File: config.mk
export PLATFORM = sky130hd
export DESIGN_NAME = windowed_minmax_median_history
export DESIGN_NICKNAME = d
export VERILOG_FILES = /design/src/wmh_pkg.sv /design/src/wmh_cell.sv /design/src/windowed_minmax_median_history.sv
export SDC_FILE = /design/constraint.sdc
export NUM_CORES = 2
export LEC_CHECK = 0
export ABC_AREA = 1
export BUFFER_PORTS_ARGS = -buffer_cell sky130_fd_sc_hd__buf_2
export CAP_MARGIN = 40
export CORE_MARGIN = 1
export CORE_UTILIZATION = 37
export DETAILED_ROUTE_END_ITERATION = 8
export MAX_ROUTING_LAYER = met4
export REMOVE_ABC_BUFFERS = 1
export SLEW_MARGIN = 15
export SYNTH_ARGS = -nofsm -noshare
export SYNTH_HDL_FRONTEND = slang
export SYNTH_SLANG_ARGS = --single-unit
File: constraint.sdc
create_clock -name clk -period 81 [get_ports clk]
set_input_delay 16.2 -clock clk [delete_from_list [all_inputs] [get_ports clk]]
set_output_delay 16.2 -clock clk [all_outputs]
set_load 0.01 [all_outputs]
File: src/wmh_pkg.sv
// Package: sample type, field widths and defaults for the windowed min/max/median history.
`timescale 1ns / 1ps
package wmh_pkg;

    localparam int CAPACITY_DEF   = 64;
    localparam int WIN_W          = 7;
    localparam logic [WIN_W-1:0] WINDOW_RESET = 7'd16;
    localparam int V_W            = 16;
    localparam int C_W            = 16;
    localparam int P_W            = 19;

    localparam logic OP_PUSH  = 1'b0;
    localparam logic OP_CLEAR = 1'b1;

    typedef struct packed {
        logic        [V_W-1:0] v;
        logic signed [C_W-1:0] c;
        logic signed [P_W-1:0] p;
    } sample_t;

endpackage

File: src/wmh_cell.sv
// One cell of the sample chain: holds a sample and passes it on when the chain shifts.
`timescale 1ns / 1ps
module wmh_cell (
    input  logic             clk,
    input  logic             shift_en,
    input  wmh_pkg::sample_t din,
    output wmh_pkg::sample_t dout
);
    import wmh_pkg::*;

    sample_t data_reg;

    always_ff @(posedge clk)
    begin
        if (shift_en)
        begin
            data_reg <= din;
        end
    end

    assign dout = data_reg;

endmodule

File: src/windowed_minmax_median_history.sv
// Top level: sample chain plus rank-counting sequencer for min, max and median.
//
//  channel | signals                                   | handshake
//  --------+-------------------------------------------+-----------------------
//  in      | op voltage_mv current_ma power_mw         | in_valid / in_ready
//  out     | valid_res samples_used min/max/median ... | out_valid / out_ready
//  cfg     | cfg_wdata (window_len)                    | cfg_we, no wait
//
//  A clear or a zero-window push goes straight from idle to the done state.
//  For any other push, for each chain position the chain rotates once past
//  the candidate and the rank of that candidate is counted.
//  Reset empties the history; the chain contents stay undefined.
//  A result waits in the output register; the next item is taken meanwhile.
`timescale 1ns / 1ps
module windowed_minmax_median_history #(
    parameter int CAPACITY = wmh_pkg::CAPACITY_DEF
) (
    input  logic                          clk,
    input  logic                          rst_n,
    input  logic                          in_valid,
    output logic                          in_ready,
    input  logic                          op,
    input  logic [wmh_pkg::V_W-1:0]       voltage_mv,
    input  logic signed [wmh_pkg::C_W-1:0] current_ma,
    input  logic signed [wmh_pkg::P_W-1:0] power_mw,
    input  logic                          cfg_we,
    input  logic [wmh_pkg::WIN_W-1:0]     cfg_wdata,
    output logic                          out_valid,
    input  logic                          out_ready,
    output logic                          valid_res,
    output logic [wmh_pkg::WIN_W-1:0]     samples_used,
    output logic signed [wmh_pkg::C_W-1:0] min_current,
    output logic signed [wmh_pkg::C_W-1:0] max_current,
    output logic [wmh_pkg::V_W-1:0]       max_voltage,
    output logic signed [wmh_pkg::P_W-1:0] max_power,
    output logic [wmh_pkg::V_W-1:0]       median_voltage,
    output logic signed [wmh_pkg::C_W-1:0] median_current,
    output logic signed [wmh_pkg::P_W-1:0] median_power
);
    import wmh_pkg::*;

    localparam int IW = (CAPACITY > 1) ? $clog2(CAPACITY) : 1;
    localparam int CW = $clog2(CAPACITY + 1);
    localparam logic [IW-1:0] LAST = IW'(CAPACITY - 1);
    localparam logic [CW-1:0] CAP_CNT = CW'(CAPACITY);

    typedef enum logic [2:0] {S_IDLE, S_LOAD, S_SCAN, S_FIN, S_DONE} state_t;

    state_t            state_reg;
    logic [WIN_W-1:0]  window_reg;
    logic [CW-1:0]     count_reg;
    logic [CW-1:0]     n_reg;
    logic [IW-1:0]     idx_reg;
    logic [IW-1:0]     step_reg;
    logic [IW-1:0]     outer_reg;
    sample_t           cand_reg;
    logic [IW-1:0]     cand_idx_reg;
    logic [CW-1:0]     rv_reg, rc_reg, rp_reg;
    logic signed [C_W-1:0] minc_reg, maxc_reg, loc_reg, hic_reg;
    logic [V_W-1:0]        maxv_reg, lov_reg, hiv_reg;
    logic signed [P_W-1:0] maxp_reg, lop_reg, hip_reg;
    logic              res_valid_reg;
    logic              out_valid_reg;
    logic              oval_reg;
    logic [WIN_W-1:0]  oused_reg;
    logic signed [C_W-1:0] ominc_reg, omaxc_reg, omedc_reg;
    logic [V_W-1:0]        omaxv_reg, omedv_reg;
    logic signed [P_W-1:0] omaxp_reg, omedp_reg;

    sample_t chain [CAPACITY];
    sample_t in_sample, head, chain_in;
    logic    accept, push, shift_en;
    logic    in_win, lt_v, lt_c, lt_p, tie_first, cand_in_win;
    logic [CW-1:0] lo_rank, hi_rank, count_inc, n_calc;
    logic [V_W:0]        sum_v;
    logic signed [C_W:0] sum_c;
    logic signed [P_W:0] sum_p;

    assign in_sample = '{v: voltage_mv, c: current_ma, p: power_mw};
    assign accept    = in_valid && in_ready;
    assign push      = accept && (op == OP_PUSH);
    assign head      = chain[CAPACITY-1];
    assign shift_en  = push || (state_reg == S_SCAN) || (state_reg == S_FIN);
    assign chain_in  = push ? in_sample : head;

    genvar g;
    generate
        for (g = 0; g < CAPACITY; g++)
        begin : g_cell
            if (g == 0)
            begin : g_first
                wmh_cell u_cell (.clk(clk), .shift_en(shift_en), .din(chain_in),
                                 .dout(chain[g]));
            end
            else
            begin : g_rest
                wmh_cell u_cell (.clk(clk), .shift_en(shift_en), .din(chain[g-1]),
                                 .dout(chain[g]));
            end
        end
    endgenerate

    assign count_inc = (count_reg == CAP_CNT) ? count_reg : count_reg + CW'(1);
    assign n_calc    = (32'(window_reg) < 32'(count_inc)) ? CW'(window_reg) : count_inc;
    assign lo_rank   = (n_reg - CW'(1)) >> 1;
    assign hi_rank   = n_reg >> 1;

    assign in_win      = 32'(idx_reg) < 32'(n_reg);
    assign cand_in_win = 32'(cand_idx_reg) < 32'(n_reg);
    assign tie_first   = idx_reg < cand_idx_reg;
    assign lt_v = (head.v < cand_reg.v) || ((head.v == cand_reg.v) && tie_first);
    assign lt_c = (head.c < cand_reg.c) || ((head.c == cand_reg.c) && tie_first);
    assign lt_p = (head.p < cand_reg.p) || ((head.p == cand_reg.p) && tie_first);

    assign sum_v = {1'b0, lov_reg} + {1'b0, hiv_reg};
    assign sum_c = {loc_reg[C_W-1], loc_reg} + {hic_reg[C_W-1], hic_reg};
    assign sum_p = {lop_reg[P_W-1], lop_reg} + {hip_reg[P_W-1], hip_reg};

    assign in_ready = (state_reg == S_IDLE);

    always_ff @(posedge clk or negedge rst_n)
    begin
        if (!rst_n)
        begin
            state_reg     <= S_IDLE;
            window_reg    <= WINDOW_RESET;
            count_reg     <= '0;
            out_valid_reg <= 1'b0;
            res_valid_reg <= 1'b0;
        end
        else
        begin
            if (cfg_we)
            begin
                window_reg <= cfg_wdata;
            end
            if (out_valid_reg && out_ready && (state_reg != S_DONE))
            begin
                out_valid_reg <= 1'b0;
            end
            unique case (state_reg)
                S_IDLE:
                begin
                    if (accept)
                    begin
                        res_valid_reg <= 1'b0;
                        if (op == OP_CLEAR)
                        begin
                            count_reg <= '0;
                            state_reg <= S_DONE;
                        end
                        else
                        begin
                            count_reg <= count_inc;
                            n_reg     <= n_calc;
                            idx_reg   <= LAST;
                            outer_reg <= '0;
                            minc_reg  <= {1'b0, {(C_W-1){1'b1}}};
                            maxc_reg  <= {1'b1, {(C_W-1){1'b0}}};
                            maxv_reg  <= '0;
                            maxp_reg  <= {1'b1, {(P_W-1){1'b0}}};
                            state_reg <= (window_reg == '0) ? S_DONE : S_LOAD;
                        end
                    end
                end
                S_LOAD:
                begin
                    cand_reg     <= head;
                    cand_idx_reg <= idx_reg;
                    rv_reg       <= '0;
                    rc_reg       <= '0;
                    rp_reg       <= '0;
                    step_reg     <= '0;
                    state_reg    <= S_SCAN;
                end
                S_SCAN:
                begin
                    if (in_win)
                    begin
                        rv_reg <= rv_reg + CW'(lt_v);
                        rc_reg <= rc_reg + CW'(lt_c);
                        rp_reg <= rp_reg + CW'(lt_p);
                        if (head.c < minc_reg) minc_reg <= head.c;
                        if (head.c > maxc_reg) maxc_reg <= head.c;
                        if (head.v > maxv_reg) maxv_reg <= head.v;
                        if (head.p > maxp_reg) maxp_reg <= head.p;
                    end
                    idx_reg  <= (idx_reg == '0) ? LAST : idx_reg - IW'(1);
                    step_reg <= step_reg + IW'(1);
                    if (step_reg == LAST)
                    begin
                        state_reg <= S_FIN;
                    end
                end
                S_FIN:
                begin
                    if (cand_in_win)
                    begin
                        if (rv_reg == lo_rank) lov_reg <= cand_reg.v;
                        if (rv_reg == hi_rank) hiv_reg <= cand_reg.v;
                        if (rc_reg == lo_rank) loc_reg <= cand_reg.c;
                        if (rc_reg == hi_rank) hic_reg <= cand_reg.c;
                        if (rp_reg == lo_rank) lop_reg <= cand_reg.p;
                        if (rp_reg == hi_rank) hip_reg <= cand_reg.p;
                    end
                    idx_reg   <= (idx_reg == '0) ? LAST : idx_reg - IW'(1);
                    outer_reg <= outer_reg + IW'(1);
                    if (outer_reg == LAST)
                    begin
                        res_valid_reg <= 1'b1;
                        state_reg     <= S_DONE;
                    end
                    else
                    begin
                        state_reg <= S_LOAD;
                    end
                end
                S_DONE:
                begin
                    if (!out_valid_reg || out_ready)
                    begin
                        out_valid_reg <= 1'b1;
                        oval_reg      <= res_valid_reg;
                        if (res_valid_reg)
                        begin
                            oused_reg <= WIN_W'(n_reg);
                            ominc_reg <= minc_reg;
                            omaxc_reg <= maxc_reg;
                            omaxv_reg <= maxv_reg;
                            omaxp_reg <= maxp_reg;
                            omedv_reg <= sum_v[V_W:1];
                            omedc_reg <= sum_c[C_W:1];
                            omedp_reg <= sum_p[P_W:1];
                        end
                        else
                        begin
                            oused_reg <= '0;
                            ominc_reg <= '0;
                            omaxc_reg <= '0;
                            omaxv_reg <= '0;
                            omaxp_reg <= '0;
                            omedv_reg <= '0;
                            omedc_reg <= '0;
                            omedp_reg <= '0;
                        end
                        state_reg <= S_IDLE;
                    end
                end
                default:
                begin
                    state_reg <= S_IDLE;
                end
            endcase
        end
    end

    assign out_valid      = out_valid_reg;
    assign valid_res      = oval_reg;
    assign samples_used   = oused_reg;
    assign min_current    = ominc_reg;
    assign max_current    = omaxc_reg;
    assign max_voltage    = omaxv_reg;
    assign max_power      = omaxp_reg;
    assign median_voltage = omedv_reg;
    assign median_current = omedc_reg;
    assign median_power   = omedp_reg;

    a_out_hold: assert property (@(posedge clk) disable iff (!rst_n)
        out_valid_reg && !out_ready |=> out_valid_reg)
        else $error("result dropped while stalled");
    a_count_cap: assert property (@(posedge clk) disable iff (!rst_n)
        32'(count_reg) <= CAPACITY)
        else $error("stored count above capacity");
    a_busy_no_accept: assert property (@(posedge clk) disable iff (!rst_n)
        state_reg != S_IDLE |-> !in_ready)
        else $error("item accepted while busy");
    a_scan_to_fin: assert property (@(posedge clk) disable iff (!rst_n)
        state_reg == S_SCAN && step_reg == LAST |=> state_reg == S_FIN)
        else $error("rotation length wrong");

endmodule
==> impl_metrics.env <==
export IMPL_outcome="finished with violations"
export IMPL_violations="DRC"
export IMPL_io_buffers=191
export IMPL_worstPathArrival_ns=21.51
export IMPL_cts_made_buffers=356
export IMPL_syn_inst=5549
export IMPL_clk_latency_ns=0.89
export IMPL_fmax_mhz=47.6
export IMPL_setup_ws_ns=59.97
export IMPL_worstReg2RegStart="state_reg[2]"
export IMPL_grt_pass1_vias=47392
export IMPL_dp_hpwl_mm=108
export IMPL_rsz0062_at_grt="no"
export IMPL_num_vias=48113
export IMPL_clock_sinks=3681
export IMPL_die_w_um=572
export IMPL_leakage_uw=0.0485
export IMPL_clockBufferDepth=4
export IMPL_ys_seq_elements=3681
export IMPL_post_synth_top_count_cell="edfxtp_1"
export IMPL_final_max_slew_violation_count=0
export IMPL_path_class="primary input to flop"
export IMPL_htreeDepth=5
export IMPL_critPathCaptureType="flop"
export IMPL_num_rows=209
export IMPL_synth_ff_type="edfxtp_1"
export IMPL_post_synth_top_area_cell="edfxtp_1"
export IMPL_grt_pass1_wl_mm=286
export IMPL_worst_ep_required_time_ns=81.49
export IMPL_grt_overflow_total=0
export IMPL_finClkSkew_ns=0.0489
export IMPL_ios=192
export IMPL_drc=88
export IMPL_grt_usage=0.116
export IMPL_r2r_end="g_cell[16].g_rest.u_cell.dout[17]"
export IMPL_finalSetupViolations=0
export IMPL_wire_per_inst_um=17.0
export IMPL_cts_resized=0
export IMPL_finalHoldViolations=0
export IMPL_worstMarginPinSlew_ns=1.02
export IMPL_place_congestion=0.821
export IMPL_antenna_found_initial=12
export IMPL_drt_initial_drc_count=4224
export IMPL_yosysWarnings=0
export IMPL_drive_gt1_frac=0.131
export IMPL_power_density_nw_per_um2=43.7
export IMPL_pre_cts_ws_ns=58.47
export IMPL_root_buffer="clkbuf_16"
export IMPL_synthToLayoutAreaGrowth_pct=16.1
export IMPL_fillers=27406
export IMPL_cts_hold_buf=0
export IMPL_cap_violations=0
export IMPL_final_min_clock_period_ns=21.03
export IMPL_yosysSeqAreaShare=0.917
export IMPL_synth_commonest_cells="3662 x edfxtp_1, 451 x nand2_1, 408 x inv_1"
export IMPL_critPathLaunchType="primary input"
export IMPL_dr_pass1_iters=9
export IMPL_grt_max_degree=206
export IMPL_async_flop_share=0.00516
export IMPL_largest_reg_flops=3213
export IMPL_worstSetupEndpoint="g_cell[16].g_rest.u_cell.dout[17]"
export IMPL_synth_edff_count=3662
export IMPL_r2r_cells=16
export IMPL_post_cts_setup_buffers=0
export IMPL_ff2ff_setup_slack_ns=74.71
export IMPL_final_period_utilization=0.260
export IMPL_ys_types=47
export IMPL_avgSynthCellArea_um2=21.7
export IMPL_startpoint="in_valid"
export IMPL_synth_area_um2=120000
export IMPL_start_util=0.372
export IMPL_ant_nets=0
export IMPL_synth_top_area_frac=0.913
export IMPL_finalNetCount=6447
export IMPL_maxSlewHeadroom=0.318
export IMPL_vias_per_cell=4.46
export IMPL_totalWireLength_mm=183
export IMPL_hold_path_class="flop to flop"
export IMPL_die_y_um=572
export IMPL_setup_tns_ns=0
export IMPL_ir_drop_mv=0.0404
export IMPL_core_area_um2=324000
export IMPL_die_area_um2=328000
export IMPL_cts_tree="yes"
export IMPL_path_clk_slew_ns=0.06
export IMPL_cp_max_fo=181
export IMPL_ys_top_cells_by_area="edfxtp_1 91%, ha_1 2.1%, nand2_1 1.4%"
-- layout by cell type, fill, tap and decap left out, drive strengths merged, types with 7 or more instances in the layout --
cell type | synthesis | final
nor2 | 201 | 201
nand2 | 451 | 451
clkinv | 1 | 154
xnor2 | 14 | 14
nor4 | 12 | 12
o21bai | 8 | 8
edfxtp | 3662 | 3662
nand3 | 66 | 66
clkbuf | 27 | 428
inv | 413 | 429
o22ai | 8 | 8
ha | 199 | 199
bufinv | 0 | 33
nand4 | 28 | 28
dfrtp | 18 | 18
o21a | 11 | 11
nor3 | 28 | 28
xor2 | 17 | 17
a21oi | 173 | 173
o21ai | 150 | 150
a21o | 8 | 8
clkinvlp | 0 | 15
a211oi | 7 | 7
buf | 14 | 314
-- per-stage QoR --
step                instances  power [uW]  hold WS, ns  utilization  instance area, um^2
global route            10793        6430        0.397        0.431               140000
finish                  10796        6110        0.396        0.431               140000
floorplan                5508        6510        0.400            -               120000
CTS                     10782        6200        0.392        0.431               140000
global placement        10098        4450        0.400        0.393               127000
detailed placement      10138        4530        0.405        0.395               128000
-- report_power, final --
part	total, uW	internal, uW	switching (uW)
clock network	1620	929	695
registers	3780	3500	283
logic	709	152	557
total	6110	4580	1530
-- kinds of logic (layout without fill, tap and decap cells) --
logic type,after synthesis,count (layout),share of synthesized area
and+or+nand+nor,794,794,0.0271
adders and majority gates,202,202,0.0212
other,0,4,0
xor gates and xnor gates,31,31,0.00226
AOI/OAI and AO/OA,386,386,0.0174
DFF,3681,3681,0.917
buffers and inverters,455,1373,0.0147
-- how the worst min path moves through the flow --
stage | start | end | slack [ns] | depth (start not counted)
final | g_cell[1].g_rest.u_cell.dout[17] | g_cell[2].g_rest.u_cell.dout[17] | 0.40 | 0
after global routing | g_cell[59].g_rest.u_cell.dout[4] | g_cell[60].g_rest.u_cell.dout[4] | 0.40 | 0
after CTS | g_cell[58].g_rest.u_cell.dout[29] | g_cell[59].g_rest.u_cell.dout[29] | 0.39 | 0
after detailed placement | g_cell[9].g_rest.u_cell.dout[14] | g_cell[10].g_rest.u_cell.dout[14] | 0.40 | 0
after global placement | g_cell[53].g_rest.u_cell.dout[39] | g_cell[54].g_rest.u_cell.dout[39] | 0.40 | 0
after floorplan | g_cell[9].g_rest.u_cell.dout[0] | g_cell[10].g_rest.u_cell.dout[0] | 0.40 | 0
-- worst max-delay path, cell delays in order --
cell and delay, ns:
buf_2 0.08, inv_1 0.08, nor2_4 0.22, inv_2 0.09
nor2_4 0.11, inv_2 0.10, nand2_4 0.18, buf_4 0.26
buf_16 0.30, buf_4 0.27, buf_16 0.30, buf_4 0.67
buf_4 0.75, buf_4 0.55, buf_12 0.31, buf_12 0.65
-- area by class of cell --
type	instances	area [um^2]	share of cell area
multi-input combinational	1413	8240	0.0590
clock inverter	217	2230	0.0160
antenna	4	10.0	0.0000716
sequential	3681	110000	0.790
timing repair buffer	315	2620	0.0188
tap	4325	5410	0.0387
clock buffer	427	9280	0.0664
inverter	414	1560	0.0111
-- metal layers --
layer  vias to the layer above  GRT usage  routed length (um)
met4                         0     0.0419                5990
met3                       411     0.0188                7980
met5                         -          -                   0
met1                     24274      0.168               87400
li1                      22435          -                   -
met2                       993      0.165               82000
No activity file was read; power rests on OpenSTA's default activity.
